$ cat src/rtl/ammf_pkg.sv
`default_nettype none
// ----------------------------------------------------------------------------
// ammf_pkg
// Shared types, widths and constants of the accelerometer motion filter.
// ----------------------------------------------------------------------------
package ammf_pkg;

    localparam int WINDOW_DEF = 5;
    localparam int WINDOW_MAX = 16;

    localparam int AXIS_W  = 16;
    localparam int LIN_W   = 17;
    localparam int MAG_W   = 17;
    localparam int GRAV_W  = 32;
    localparam int ALPHA_W = 16;
    localparam int SQ_W    = 34;
    localparam int SUB_W   = 21;
    localparam int PROD_W  = 50;

    localparam logic [ALPHA_W-1:0] ALPHA_RESET = 16'd58982;
    localparam logic [MAG_W-1:0]   MAG_MAX     = 17'd113510;

    localparam int  PADDR_W   = 3;
    localparam int  PDATA_W   = 32;
    localparam logic REG_ALPHA = 1'b0;

    typedef struct packed {
        logic start;
        logic ack;
    } t_core_ctl;

    typedef struct packed {
        logic idle;
        logic done;
    } t_core_sts;

    typedef enum logic [10:0] {
        S_IDLE = 11'b000_0000_0001,
        S_MA   = 11'b000_0000_0010,
        S_MB   = 11'b000_0000_0100,
        S_UPD  = 11'b000_0000_1000,
        S_LIN  = 11'b000_0001_0000,
        S_SQM  = 11'b000_0010_0000,
        S_SQA  = 11'b000_0100_0000,
        S_SQRT = 11'b000_1000_0000,
        S_WIN  = 11'b001_0000_0000,
        S_DIV  = 11'b010_0000_0000,
        S_DONE = 11'b100_0000_0000
    } t_state;

endpackage
`default_nettype wire

$ cat src/rtl/ammf_core.sv
`default_nettype none
// ----------------------------------------------------------------------------
// ammf_core
// Sequenced datapath: one shared multiplier for the gravity filters and the
// squares, one shared subtractor for the bit-serial root and the divider.
// ----------------------------------------------------------------------------
module ammf_core #(
    parameter int WINDOW = ammf_pkg::WINDOW_DEF
) (
    input  wire                                     i_clk,
    input  wire                                     i_rst_n,
    input  wire ammf_pkg::t_core_ctl                i_ctl,
    output ammf_pkg::t_core_sts                     o_sts,
    input  wire [ammf_pkg::ALPHA_W-1:0]             i_alpha,
    input  wire signed [ammf_pkg::AXIS_W-1:0]       i_accel_x,
    input  wire signed [ammf_pkg::AXIS_W-1:0]       i_accel_y,
    input  wire signed [ammf_pkg::AXIS_W-1:0]       i_accel_z,
    output logic signed [ammf_pkg::LIN_W-1:0]       o_linear_x,
    output logic signed [ammf_pkg::LIN_W-1:0]       o_linear_y,
    output logic signed [ammf_pkg::LIN_W-1:0]       o_linear_z,
    output logic [ammf_pkg::MAG_W-1:0]              o_magnitude,
    output logic [ammf_pkg::MAG_W-1:0]              o_smoothed_magnitude
);

    localparam int MAG_W = ammf_pkg::MAG_W;
    localparam int SUB_W = ammf_pkg::SUB_W;
    localparam int SQ_W  = ammf_pkg::SQ_W;
    localparam int PROD_W = ammf_pkg::PROD_W;
    localparam int GRAV_W = ammf_pkg::GRAV_W;
    localparam int AXIS_W = ammf_pkg::AXIS_W;
    localparam int LIN_W  = ammf_pkg::LIN_W;
    localparam int SUM_W = MAG_W + $clog2(WINDOW);
    localparam int CNT_W = $clog2(WINDOW + 1);
    localparam int PTR_W = (WINDOW > 1) ? $clog2(WINDOW) : 1;
    localparam int IT_W  = 5;

    ammf_pkg::t_state r_state, n_state;

    logic [1:0]                       r_ax;
    logic signed [AXIS_W-1:0]         r_x   [3];
    logic signed [GRAV_W-1:0]         r_g   [3];
    logic signed [LIN_W-1:0]          r_lin [3];
    logic signed [PROD_W-1:0]         r_prod;
    logic signed [PROD_W-1:0]         r_acc;
    logic [SQ_W-1:0]                  r_sq;
    logic [MAG_W-1:0]                 r_root;
    logic [SUB_W-1:0]                 r_rem;
    logic [IT_W-1:0]                  r_it;
    logic [PTR_W-1:0]                 r_ptr;
    logic                             r_full;
    logic [SUM_W-1:0]                 r_sum;
    logic [SUM_W-1:0]                 r_dq;
    logic [CNT_W-1:0]                 r_cnt;
    logic [MAG_W-1:0]                 r_old;
    logic [MAG_W-1:0]                 r_win [WINDOW];

    logic signed [17:0]               w_mul_a;
    logic signed [31:0]               w_mul_b;
    logic signed [PROD_W-1:0]         w_prod;
    logic signed [PROD_W-1:0]         w_tot;
    logic signed [PROD_W-1:0]         w_ng;
    logic signed [GRAV_W:0]           w_gr;
    logic signed [17:0]               w_lin;
    logic [SUB_W-1:0]                 w_sub_a;
    logic [SUB_W-1:0]                 w_sub_b;
    logic [SUB_W:0]                   w_diff;
    logic                             w_ge;
    logic [CNT_W-1:0]                 w_ptr_inc;
    logic                             w_wrap;
    logic [SUM_W-1:0]                 w_nsum;

    // shared multiplier
    always_comb begin
        w_mul_a = '0;
        w_mul_b = '0;
        unique case (r_state)
            ammf_pkg::S_MA: begin
                w_mul_a = $signed({2'b00, i_alpha});
                w_mul_b = r_g[r_ax];
            end
            ammf_pkg::S_MB: begin
                w_mul_a = 18'sd65536 - $signed({2'b00, i_alpha});
                w_mul_b = {{(32-AXIS_W){r_x[r_ax][AXIS_W-1]}}, r_x[r_ax]};
            end
            ammf_pkg::S_SQM: begin
                w_mul_a = {r_lin[r_ax][LIN_W-1], r_lin[r_ax]};
                w_mul_b = {{(32-LIN_W){r_lin[r_ax][LIN_W-1]}}, r_lin[r_ax]};
            end
            default: begin
                w_mul_a = '0;
                w_mul_b = '0;
            end
        endcase
    end

    assign w_prod = w_mul_a * w_mul_b;
    assign w_tot  = r_acc + (r_prod <<< 16);
    assign w_ng   = w_tot >>> 16;
    assign w_gr   = {r_g[r_ax][GRAV_W-1], r_g[r_ax]} + 33'sd32768;
    assign w_lin  = $signed({{2{r_x[r_ax][AXIS_W-1]}}, r_x[r_ax]})
                  - $signed({w_gr[GRAV_W], w_gr[GRAV_W:16]});

    // shared subtract and compare
    always_comb begin
        if (r_state == ammf_pkg::S_SQRT) begin
            w_sub_a = {r_rem[SUB_W-3:0], r_sq[SQ_W-1 -: 2]};
            w_sub_b = {2'b00, r_root, 2'b01};
        end else begin
            w_sub_a = SUB_W'({r_rem[CNT_W-1:0], r_dq[SUM_W-1]});
            w_sub_b = SUB_W'(r_cnt);
        end
    end

    assign w_diff = {1'b0, w_sub_a} - {1'b0, w_sub_b};
    assign w_ge   = ~w_diff[SUB_W];

    assign w_ptr_inc = CNT_W'(r_ptr) + CNT_W'(1);
    assign w_wrap    = (w_ptr_inc == CNT_W'(WINDOW));
    assign w_nsum    = r_sum - (r_full ? SUM_W'(r_old) : '0) + SUM_W'(r_root);

    always_comb begin
        n_state = r_state;
        unique case (r_state)
            ammf_pkg::S_IDLE: if (i_ctl.start) n_state = ammf_pkg::S_MA;
            ammf_pkg::S_MA:   n_state = ammf_pkg::S_MB;
            ammf_pkg::S_MB:   n_state = ammf_pkg::S_UPD;
            ammf_pkg::S_UPD:  n_state = ammf_pkg::S_LIN;
            ammf_pkg::S_LIN:  n_state = (r_ax == 2'd2) ? ammf_pkg::S_SQM : ammf_pkg::S_MA;
            ammf_pkg::S_SQM:  n_state = ammf_pkg::S_SQA;
            ammf_pkg::S_SQA:  n_state = (r_ax == 2'd2) ? ammf_pkg::S_SQRT : ammf_pkg::S_SQM;
            ammf_pkg::S_SQRT: if (r_it == IT_W'(MAG_W - 1)) n_state = ammf_pkg::S_WIN;
            ammf_pkg::S_WIN:  n_state = ammf_pkg::S_DIV;
            ammf_pkg::S_DIV:  if (r_it == IT_W'(SUM_W - 1)) n_state = ammf_pkg::S_DONE;
            ammf_pkg::S_DONE: if (i_ctl.ack) n_state = ammf_pkg::S_IDLE;
            default:          n_state = ammf_pkg::S_IDLE;
        endcase
    end

    always_ff @(posedge i_clk) begin
        if (!i_rst_n) begin
            r_state <= ammf_pkg::S_IDLE;
            r_ax    <= '0;
            r_it    <= '0;
            r_ptr   <= '0;
            r_full  <= 1'b0;
            r_sum   <= '0;
            for (int i = 0; i < 3; i++) begin
                r_g[i] <= '0;
            end
        end else begin
            r_state <= n_state;
            unique case (r_state)
                ammf_pkg::S_IDLE: begin
                    r_ax <= '0;
                end
                ammf_pkg::S_UPD: begin
                    r_g[r_ax] <= w_ng[GRAV_W-1:0];
                end
                ammf_pkg::S_LIN: begin
                    r_ax <= (r_ax == 2'd2) ? 2'd0 : r_ax + 2'd1;
                end
                ammf_pkg::S_SQA: begin
                    r_ax <= (r_ax == 2'd2) ? 2'd0 : r_ax + 2'd1;
                    r_it <= '0;
                end
                ammf_pkg::S_SQRT: begin
                    r_it <= (r_it == IT_W'(MAG_W - 1)) ? '0 : r_it + IT_W'(1);
                end
                ammf_pkg::S_WIN: begin
                    r_ptr  <= w_wrap ? '0 : r_ptr + PTR_W'(1);
                    r_full <= r_full | w_wrap;
                    r_sum  <= w_nsum;
                    r_it   <= '0;
                end
                ammf_pkg::S_DIV: begin
                    r_it <= r_it + IT_W'(1);
                end
                default: begin
                    r_ax <= r_ax;
                end
            endcase
        end
    end

    // payload, no reset
    always_ff @(posedge i_clk) begin
        unique case (r_state)
            ammf_pkg::S_IDLE: begin
                r_x[0] <= i_accel_x;
                r_x[1] <= i_accel_y;
                r_x[2] <= i_accel_z;
            end
            ammf_pkg::S_MA: begin
                r_prod <= w_prod;
            end
            ammf_pkg::S_MB: begin
                r_acc  <= r_prod;
                r_prod <= w_prod;
            end
            ammf_pkg::S_LIN: begin
                r_lin[r_ax] <= w_lin[LIN_W-1:0];
                r_sq        <= '0;
            end
            ammf_pkg::S_SQM: begin
                r_prod <= w_prod;
            end
            ammf_pkg::S_SQA: begin
                r_sq   <= r_sq + r_prod[SQ_W-1:0];
                r_root <= '0;
                r_rem  <= '0;
            end
            ammf_pkg::S_SQRT: begin
                r_rem  <= w_ge ? w_diff[SUB_W-1:0] : w_sub_a;
                r_root <= {r_root[MAG_W-2:0], w_ge};
                r_sq   <= {r_sq[SQ_W-3:0], 2'b00};
            end
            ammf_pkg::S_WIN: begin
                r_win[r_ptr] <= r_root;
                r_cnt        <= (r_full | w_wrap) ? CNT_W'(WINDOW) : w_ptr_inc;
                r_dq         <= w_nsum;
                r_rem        <= '0;
            end
            ammf_pkg::S_DIV: begin
                r_rem <= w_ge ? w_diff[SUB_W-1:0] : w_sub_a;
                r_dq  <= {r_dq[SUM_W-2:0], w_ge};
            end
            default: begin
                r_acc <= r_acc;
            end
        endcase
        r_old <= r_win[r_ptr];
    end

    assign o_sts.idle = (r_state == ammf_pkg::S_IDLE);
    assign o_sts.done = (r_state == ammf_pkg::S_DONE);

    assign o_linear_x           = r_lin[0];
    assign o_linear_y           = r_lin[1];
    assign o_linear_z           = r_lin[2];
    assign o_magnitude          = r_root;
    assign o_smoothed_magnitude = r_dq[MAG_W-1:0];

endmodule
`default_nettype wire

$ cat src/rtl/accel_motion_magnitude_filter.sv
`default_nettype none
// ----------------------------------------------------------------------------
// accel_motion_magnitude_filter
// Gravity removal, vector magnitude and windowed mean of three-axis samples.
// A request is taken only while the core is idle; a new one is not accepted until
// the previous result has been handed to the output register. The core uses the shared
// multiplier for each axis in turn, then for the squares, takes 17 root steps and one
// divider step per bit of the window sum.
// Reset: gravity estimates and window sum cleared, window empty, alpha 58982.
// ----------------------------------------------------------------------------
module accel_motion_magnitude_filter #(
    parameter int WINDOW = ammf_pkg::WINDOW_DEF
) (
    input  wire                                 i_clk,
    input  wire                                 i_rst_n,
    input  wire                                 s_axis_tvalid,
    output logic                                s_axis_tready,
    // accel_x, accel_y, accel_z
    input  wire [47:0]                          s_axis_tdata,
    output logic                                m_axis_tvalid,
    input  wire                                 m_axis_tready,
    // linear_x, linear_y, linear_z, magnitude, smoothed_magnitude, zero pad
    output logic [87:0]                         m_axis_tdata,
    input  wire                                 psel,
    input  wire                                 penable,
    input  wire                                 pwrite,
    input  wire [ammf_pkg::PADDR_W-1:0]         paddr,
    input  wire [ammf_pkg::PDATA_W-1:0]         pwdata,
    output logic [ammf_pkg::PDATA_W-1:0]        prdata,
    output logic                                pready
);

    localparam int MAG_W = ammf_pkg::MAG_W;
    localparam int LIN_W = ammf_pkg::LIN_W;

    logic [ammf_pkg::ALPHA_W-1:0] r_alpha;
    logic                         r_mvalid;
    logic [87:0]                  r_mdata;

    ammf_pkg::t_core_ctl          w_ctl;
    ammf_pkg::t_core_sts          w_sts;
    logic signed [LIN_W-1:0]      w_lx, w_ly, w_lz;
    logic [MAG_W-1:0]             w_mag, w_smooth;
    logic                         w_wr;

    assign pready = 1'b1;
    assign w_wr   = psel & penable & pwrite & pready;
    assign prdata = (paddr[2] == ammf_pkg::REG_ALPHA) ?
                    ammf_pkg::PDATA_W'(r_alpha) : '0;

    always_ff @(posedge i_clk) begin
        if (!i_rst_n) begin
            r_alpha <= ammf_pkg::ALPHA_RESET;
        end else if (w_wr && paddr[2] == ammf_pkg::REG_ALPHA) begin
            r_alpha <= pwdata[ammf_pkg::ALPHA_W-1:0];
        end
    end

    assign s_axis_tready = w_sts.idle;
    assign w_ctl.start   = s_axis_tvalid & s_axis_tready;
    assign w_ctl.ack     = w_sts.done & (~r_mvalid | m_axis_tready);

    ammf_core #(
        .WINDOW(WINDOW)
    ) u_core (
        .i_clk                (i_clk),
        .i_rst_n              (i_rst_n),
        .i_ctl                (w_ctl),
        .o_sts                (w_sts),
        .i_alpha              (r_alpha),
        .i_accel_x            (s_axis_tdata[15:0]),
        .i_accel_y            (s_axis_tdata[31:16]),
        .i_accel_z            (s_axis_tdata[47:32]),
        .o_linear_x           (w_lx),
        .o_linear_y           (w_ly),
        .o_linear_z           (w_lz),
        .o_magnitude          (w_mag),
        .o_smoothed_magnitude (w_smooth)
    );

    always_ff @(posedge i_clk) begin
        if (!i_rst_n) begin
            r_mvalid <= 1'b0;
        end else if (w_ctl.ack) begin
            r_mvalid <= 1'b1;
        end else if (m_axis_tready) begin
            r_mvalid <= 1'b0;
        end
    end

    always_ff @(posedge i_clk) begin
        if (w_ctl.ack) begin
            r_mdata <= {3'b000, w_smooth, w_mag, w_lz, w_ly, w_lx};
        end
    end

    assign m_axis_tvalid = r_mvalid;
    assign m_axis_tdata  = r_mdata;

    a_ack_loads_output: assert property (@(posedge i_clk) disable iff (!i_rst_n)
        w_ctl.ack |=> m_axis_tvalid)
        else $error("result not presented after core completion");

    a_start_leaves_idle: assert property (@(posedge i_clk) disable iff (!i_rst_n)
        w_ctl.start |=> !w_sts.idle)
        else $error("core stayed idle after request");

    a_ack_returns_idle: assert property (@(posedge i_clk) disable iff (!i_rst_n)
        w_ctl.ack |=> w_sts.idle)
        else $error("core not idle after result handover");

    a_mag_range: assert property (@(posedge i_clk) disable iff (!i_rst_n)
        m_axis_tvalid |-> (m_axis_tdata[67:51] <= ammf_pkg::MAG_MAX)
                       && (m_axis_tdata[84:68] <= ammf_pkg::MAG_MAX))
        else $error("magnitude out of range");

endmodule
`default_nettype wire

$ cat config.mk
export PLATFORM = sky130hd
export DESIGN_NAME = accel_motion_magnitude_filter
export DESIGN_NICKNAME = d
export VERILOG_FILES = /design/src/rtl/ammf_pkg.sv /design/src/rtl/ammf_core.sv /design/src/rtl/accel_motion_magnitude_filter.sv
export SDC_FILE = /design/constraint.sdc
export NUM_CORES = 2
export LEC_CHECK = 0
export BUFFER_PORTS_ARGS = -buffer_cell sky130_fd_sc_hd__buf_2
export CAP_MARGIN = 10
export CORE_MARGIN = 1.5
export CORE_UTILIZATION = 50
export DETAILED_ROUTE_END_ITERATION = 12
export GPL_TIMING_DRIVEN = 0
export PLACE_DENSITY = 0.64
export SYNTH_ARGS = -nofsm -noshare
export SYNTH_HDL_FRONTEND = slang
export SYNTH_HIERARCHICAL = 1
export SYNTH_SLANG_ARGS = --single-unit
$ cat constraint.sdc
create_clock -name i_clk -period 15.5 [get_ports i_clk]
set_input_delay 0.775 -clock i_clk [delete_from_list [all_inputs] [get_ports i_clk]]
set_output_delay 0.775 -clock i_clk [all_outputs]
set_load 0.1 [all_outputs]
=== After elaboration in Yosys (flattened, before gate mapping) ===
Memories as Yosys holds them, arrays and structs flattened. A register that Yosys moved wholly into a read port is not among the register bits.
Index checks and enable logic that the tools add are counted.
W data, S select, Z words.

* $add $sub $neg: 11
* Multipliers: 1
* Eq/ne operators: 19
* Mux-type cells: 44
* Bitwise logic cells: 9
* Reduce and logical (&&, ||, !) cells: 14

{| class="wikitable"
|+ Operators by type and width
! operator !! number
|-
| $pmux W11 S11 || 1
|-
| $pmux W34 S3 || 1
|-
| $pmux W32 S3 || 1
|-
| $pmux W18 S3 || 1
|-
| $add A48 B48 Y48 || 1
|-
| $mul A18 B32 Y48 || 1
|-
| $mux W11 || 4
|-
| $pmux W20 S2 || 1
|-
| $mux W19 || 2
|-
| $pmux W19 S2 || 1
|-
| $add A34 B34 Y34 || 1
|-
| $pmux W17 S2 || 1
|-
| $add A32 B17 Y33 const B || 1
|-
| $mux W32 || 1
|-
| $reduce_or A32 Y1 || 1
|-
| $sub A21 B19 Y22 || 1
|-
| $mux W21 || 1
|-
| $add A20 B17 Y20 || 1
|-
| $sub A20 B20 Y20 || 1
|-
| $sub A17 B16 Y18 const A || 1
|-
| $mux W17 || 1
|-
| $sub A16 B17 Y17 || 1
|-
| $mux W16 || 1
|-
| $mux W2 || 8
|-
| other kinds (35) || 63
|}

* Register bits after elaboration: 333
* RAM bits: 280
* Output and inout port bits: 123
* Logic and storage cells: 118
* Memories: 4

{| class="wikitable"
|+ Memories
! memory !! words !! width !! rd ports !! clocked after memory_dff !! wr ports !! RTL line !! RTL
|-
| u_core.r_g || 3 || 32 || 1 || 1 || 3 || ammf_core.sv:41 || <nowiki>logic signed [GRAV_W-1:0] r_g [3];</nowiki>
|-
| u_core.r_win || 5 || 17 || 1 || 1 || 1 || ammf_core.sv:55 || <nowiki>logic [MAG_W-1:0] r_win [WINDOW];</nowiki>
|-
| u_core.r_lin || 3 || 17 || 4 || 4 || 1 || ammf_core.sv:42 || <nowiki>logic signed [LIN_W-1:0] r_lin [3];</nowiki>
|-
| u_core.r_x || 3 || 16 || 1 || 1 || 3 || ammf_core.sv:40 || <nowiki>logic signed [AXIS_W-1:0] r_x [3];</nowiki>
|}

=== Logic depth before layout (Yosys ltp) ===
* Depth in word-level cells: 6
* Gate-level depth with buffers: 34
* Mapped depth without buffers: 31

=== By module ===
Netlist, hierarchy kept.

{| class="wikitable"
|+ By module, submodules not included
! module !! times used !! cells an instance !! area an instance (um^2) !! seq. area each (um^2)
|-
| ammf_core || 1 || 4643 || 47576.9 || 16295.6
|-
| accel_motion_magnitude_filter || 1 || 199 || 3573.4 || 2892.8
|}

=== Least setup slack after synthesis ===
Ideal clock, no wire load.

* Kind: reg-to-reg
* Start point: reg u_core.r_state[10]
* End point: reg u_core.r_state[1]
* Setup time: 0.097 ns
* Arrival: 10.685 ns
* Data required time: 15.403 ns
* Setup slack: 4.718 ns
* Stages on the path, launching flop included: 8
* Clock period less this slack: 10.782 ns
* Path through: dfxtp_1 nor4_1 nand2_1 nor4b_1 and2_1 nor2b_1 or4_1 nor2_1

{| class="wikitable"
|+ RTL lines
! item !! RTL line !! RTL
|-
| start: declaration || ammf_core.sv:37 || <nowiki>ammf_pkg::t_state r_state, n_state;</nowiki>
|-
| start signal: assignment || ammf_core.sv:141 || <nowiki>r_state <= ammf_pkg::S_IDLE;</nowiki>
|-
| start signal: assignment || ammf_core.sv:151 || <nowiki>r_state <= n_state;</nowiki>
|}

=== Worst setup path after layout ===
* Start point: reg u_core.r_state[4]
* End point: reg u_core.r_prod[36] (data pin)

* Cells in the longest elaborated chain, start to end: 3
* Elaborated cells between the ends (all ways): 6

{| class="wikitable"
|+ Ends and longest elaborated chain
! item !! RTL line !! RTL
|-
| $eq A11 B6 Y1, or another cell as far along || ammf_core.sv:76 || <nowiki>unique case (r_state)</nowiki>
|-
| $pmux W18 S3 / $pmux W32 S3 (equally long branches) || ammf_core.sv:76 ||
|-
| $mul A18 B32 Y48 (*) || ammf_core.sv:96 || <nowiki>assign w_prod = w_mul_a * w_mul_b;</nowiki>
|-
| net u_core.w_prod[36] || ammf_core.sv:59 || <nowiki>logic signed [PROD_W-1:0] w_prod;</nowiki>
|-
| end signal: assignment || ammf_core.sv:194 || <nowiki>r_prod <= w_prod;</nowiki>
|-
| end signal: assignment || ammf_core.sv:198 || <nowiki>r_prod <= w_prod;</nowiki>
|-
| end signal: assignment || ammf_core.sv:205 || <nowiki>r_prod <= w_prod;</nowiki>
|-
| end: declaration || ammf_core.sv:43 || <nowiki>logic signed [PROD_W-1:0] r_prod;</nowiki>
|}

The timed path passes the listed nets; every way through them passes the cells marked *.
A chain may end at the register's enable or synchronous reset.

==> reports/qor.csv <==
stage,metric,value,unit
finish,instances_no_fill,6576,
pwr,irDropWorstVdd,87.7,uV
finish,fill_cells,8980,
yosys,ys_warn_count,6,
pwr,p_leak,23.5,nW
yosys,ys_ff_latch,665,
global_route,grt_max_degree,35,
worst_setup_path,r2r_cells,29,
worst_setup_path,path_depth,29,
clocking,numCtsBuffers,73,
global_route,antenna_found_initial,1,
clocking,cts.root.buffer_cell,clkbuf_16,
floorplan,die_w,323,um
placed_design,place.gp.congestion,0.998,
routing,viasPerCell,5.57,
sta,setup_tns,0,ns
clocking,postCtsSetupBuffers,0,
yosys,synth_top_family_by_area,adder cells,
floorplan,core,102000,sq um
run,max_cap_violations,0,
yosys,syn-instance-count,4842,
floorplan,start_util,50.3,%
yosys,synthSimpleGateAreaFrac,12.5,%
routing,dr_total_vias,36600,
yosys,ys.flop_type,edfxtp_1,
pwr,powerDensity,82.9,nW/um^2
yosys,synth_cell_types,84,
clocking,htree_levels,3,
clocking,clockBufferDepth,3,
yosys,avgSynthCellArea,10.6,sq um
yosys,synthXorXnorAreaFrac,2.86,%
floorplan,fp-row-count,117,
hold_path,hold_start,s_axis_tdata[20],
placed_design,numPlacedInstances,6440,
sta,min_period,10.68,ns
global_route,grt_pass1_wl,223000,um
finish,diodes,0,
global_route,track_usage,29.0,%
global_route,overflow,0,
yosys,ys_async_sr_fraction,0,%
sta,period_share,68.9,%
clocking,clk_pin_slew,0.06,ns
finish,final_nets,6045,
placed_design,port_buffers,174,
sta,setup_viol,0,
routing,final_antenna_net_count,0,
yosys,synth-compound-area-share,8.00,%
worst_setup_path,criticalPathCategory,reg -> reg,
sta,tightestPinTransition,1.44,ns
finish,final_cell_mix,"808 x inv_1, 587 x edfxtp_1, 573 x nand2_1, 560 x fa_1, 451 x nor2_1",
sta,grt_setup_unrepaired,no,
worst_setup_path,crit_path_start_kind,flip-flop,
yosys,synth-adder-area-share,27.9,%
floorplan,die_area,104000,sq um
worst_setup_path,endpoint,u_core/r_prod[36]$_DFFE_PN_,
routing,wl_per_cell,22.8,um
worst_setup_path,crit_path_end_kind,flip-flop,
finish,drive_above_1_share,9.14,%
routing,drt_first_pass_iters,6,
worst_setup_path,timing.rr.start,u_core/r_state[4]$_SDFFE_PN0P_,
routing,routed_wl,150000,um
worst_setup_path,arrival,11.07,ns
placed_design,dp_hpwl,120000,um
sta,max_freq,93.6,MHz
worst_setup_path,cpLargestDelayFamily,adder cells,
yosys,syn-cell-area,51200,sq um
clocking,cts.sinks,665,
yosys,synth_edf_count,587,
outcome,status,finished clean,
hold_path,hold_path_depth,1,
floorplan,top_level_ports,213,
floorplan,fp.dieH,323,um
sta,skew,0.0579,ns
worst_setup_path,required,15.89,ns
worst_setup_path,critPathSlowestCell,o211ai_1,
clocking,clk_latency,0.66,ns
routing,drt_iter0_drc,3387,
yosys,synth.mux.area_fraction,3.31,%
sta,finalHoldViolations,0,
routing,drc,0,
hold_path,hp-class,in -> reg,
worst_setup_path,max_stage_delay,0.97,ns
sta,relSlewSlack,4.00,%
finish,final_common_cell,inv_1,
worst_setup_path,reg2reg_to,u_core/r_prod[36]$_DFFE_PN_,
sta,maxSlewViolCount,0,
clocking,cts_tree,built,
sta,setup_slack,4.82,ns
worst_setup_path,worstPathBufferInverterCount,8,
clocking,cts_hold_repair.buffers,0,
worst_setup_path,cpMostUsedCell,fa_1,
placed_design,pre_cts_slack,5.00,ns
worst_setup_path,cp_max_fo,10,
finish,syn2layout_area_growth,10.7,%
clocking,ctsResizeCount,0,
global_route,grt_pass1_vias,36200,
worst_setup_path,r2r_slack,4.82,ns
worst_setup_path,cp-startpoint,u_core/r_state[4]$_SDFFE_PN0P_,
yosys,synth-seq-area-share,37.5,%
## cell usage after synthesis, types with 7 or more instances
cell type / number / area share (%)
inv_1: 809 / 5.9
edfxtp_1: 587 / 34
nand2_1: 576 / 4.2
fa_1: 560 / 22
nor2_1: 455 / 3.3
ha_1: 243 / 5.9
a21oi_1: 184 / 1.8
o21ai_0: 147 / 1.4
clkbuf_1: 146 / 1.1
xnor2_1: 105 / 1.8
and2_1: 84 / 1.0
dfxtp_1: 78 / 3.1
a21o_1: 64 / 0.94
xor2_1: 60 / 1.0
nor2b_1: 56 / 0.68
mux2i_1: 51 / 1.0
mux4_2: 51 / 2.2
nand3_1: 47 / 0.46
nor3_1: 46 / 0.45
buf_4: 38 / 0.56
nand2b_1: 35 / 0.43
a211oi_1: 29 / 0.43
and3_1: 29 / 0.35
a22o_1: 26 / 0.45
o21a_1: 24 / 0.35
a22oi_1: 22 / 0.32
buf_2: 22 / 0.22
o21bai_1: 18 / 0.26
or3_1: 18 / 0.22
o211ai_1: 17 / 0.25
nor4_1: 14 / 0.17
or2_2: 14 / 0.17
nand4_1: 13 / 0.16
a211o_1: 11 / 0.19
o31ai_1: 11 / 0.16
a31oi_1: 9 / 0.11
buf_1: 9 / 0.066
o31a_1: 9 / 0.15
and4_1: 8 / 0.14
a221oi_1: 7 / 0.12
nor3b_1: 7 / 0.10
or4_1: 7 / 0.10
## worst min-delay path by stage
stage | endpoint | slack [ns]
2_1_floorplan | u_core/r_acc[34]$_DFFE_PN_ | 0.40
3_3_place_gp | u_core/r_acc[34]$_DFFE_PN_ | 0.40
3_5_place_dp | u_core/r_acc[42]$_DFFE_PN_ | 0.40
4_1_cts | u_core/r_x[1][6]$_DFFE_PP_ | 0.26
5_1_grt | u_core/r_x[2][4]$_DFFE_PP_ | 0.28
6_report | u_core/r_x[1][4]$_DFFE_PP_ | 0.30
## registers in the layout (all words and copies together), names as in the netlist, 17 cells and up, named ones only
register,cells
u_core/r_old,17
u_core/r_dq,20
u_core/r_x,48
u_core/r_acc,32
u_core/r_win,85
u_core/r_rem,19
u_core/r_lin,68
u_core/r_g,128
u_core/r_prod,48
u_core/r_sq,34
u_core/o_magnitude,17
u_core/r_sum,20
m_axis_tdata,85
## metal layers
layer / part of all wire [%] / vias up / GRT usage [%]
met2: 45 / 1501 / 44.9
met4: 4.5 / 0 / 12.6
met5: 0 / - / 0
met3: 8.9 / 272 / 6.44
li1: - / 16400 / -
met1: 41 / 18500 / 39.3
## stage by stage
stage	hold slack (ns)	total power (W)	utilization, %	area [sq um]
floorplan	0.400	0.00271	-	51300
global placement	0.402	0.00301	53.0	53800
detailed placement	0.405	0.00302	53.4	54300
CTS	0.263	0.00470	55.7	56600
global route	0.278	0.00485	55.7	56600
finish	0.305	0.00469	55.7	56600
## layout make-up
type | instances | area [sq um] | area share (%)
buffer | 218 | 1020 | 1.80
tap | 1368 | 1710 | 3.02
clock inverter | 40 | 420 | 0.742
multi-input combinational | 3179 | 28100 | 49.6
timing repair buffer | 205 | 1230 | 2.18
clock buffer | 91 | 1910 | 3.38
inverter | 810 | 3040 | 5.37
sequential | 665 | 19200 | 33.9
## power breakdown
part / internal [W] / total (W) / switching, W
Clock: 0.000944 / 0.00168 / 0.000738
Sequential: 0.00210 / 0.00213 / 0.0000367
Combinational: 0.000245 / 0.000878 / 0.000633
Total: 0.00328 / 0.00469 / 0.00141
## worst reg2reg max path: cells and delay by family (launching register included)
kind | cells | cell delay (ns)
buffers and inverters | 8 | 2.15
adders and majority gates | 7 | 3.53
AOI/OAI and AO/OA | 9 | 2.98
xor gates and xnor gates | 1 | 0.08
DFF | 1 | 0.35
and+or+nand+nor | 4 | 1.35
## cell families (layout without fill, tap and decap cells)
logic type | after synthesis | count (layout)
compound gates | 635 | 635
xor+xnor | 166 | 166
fa+ha+maj | 803 | 803
buf+inv | 1028 | 1364
flops | 665 | 665
mux | 105 | 105
other cells | 4 | 34
simple gates | 1436 | 1436
Note: power is estimated with default switching activity, not from simulation.
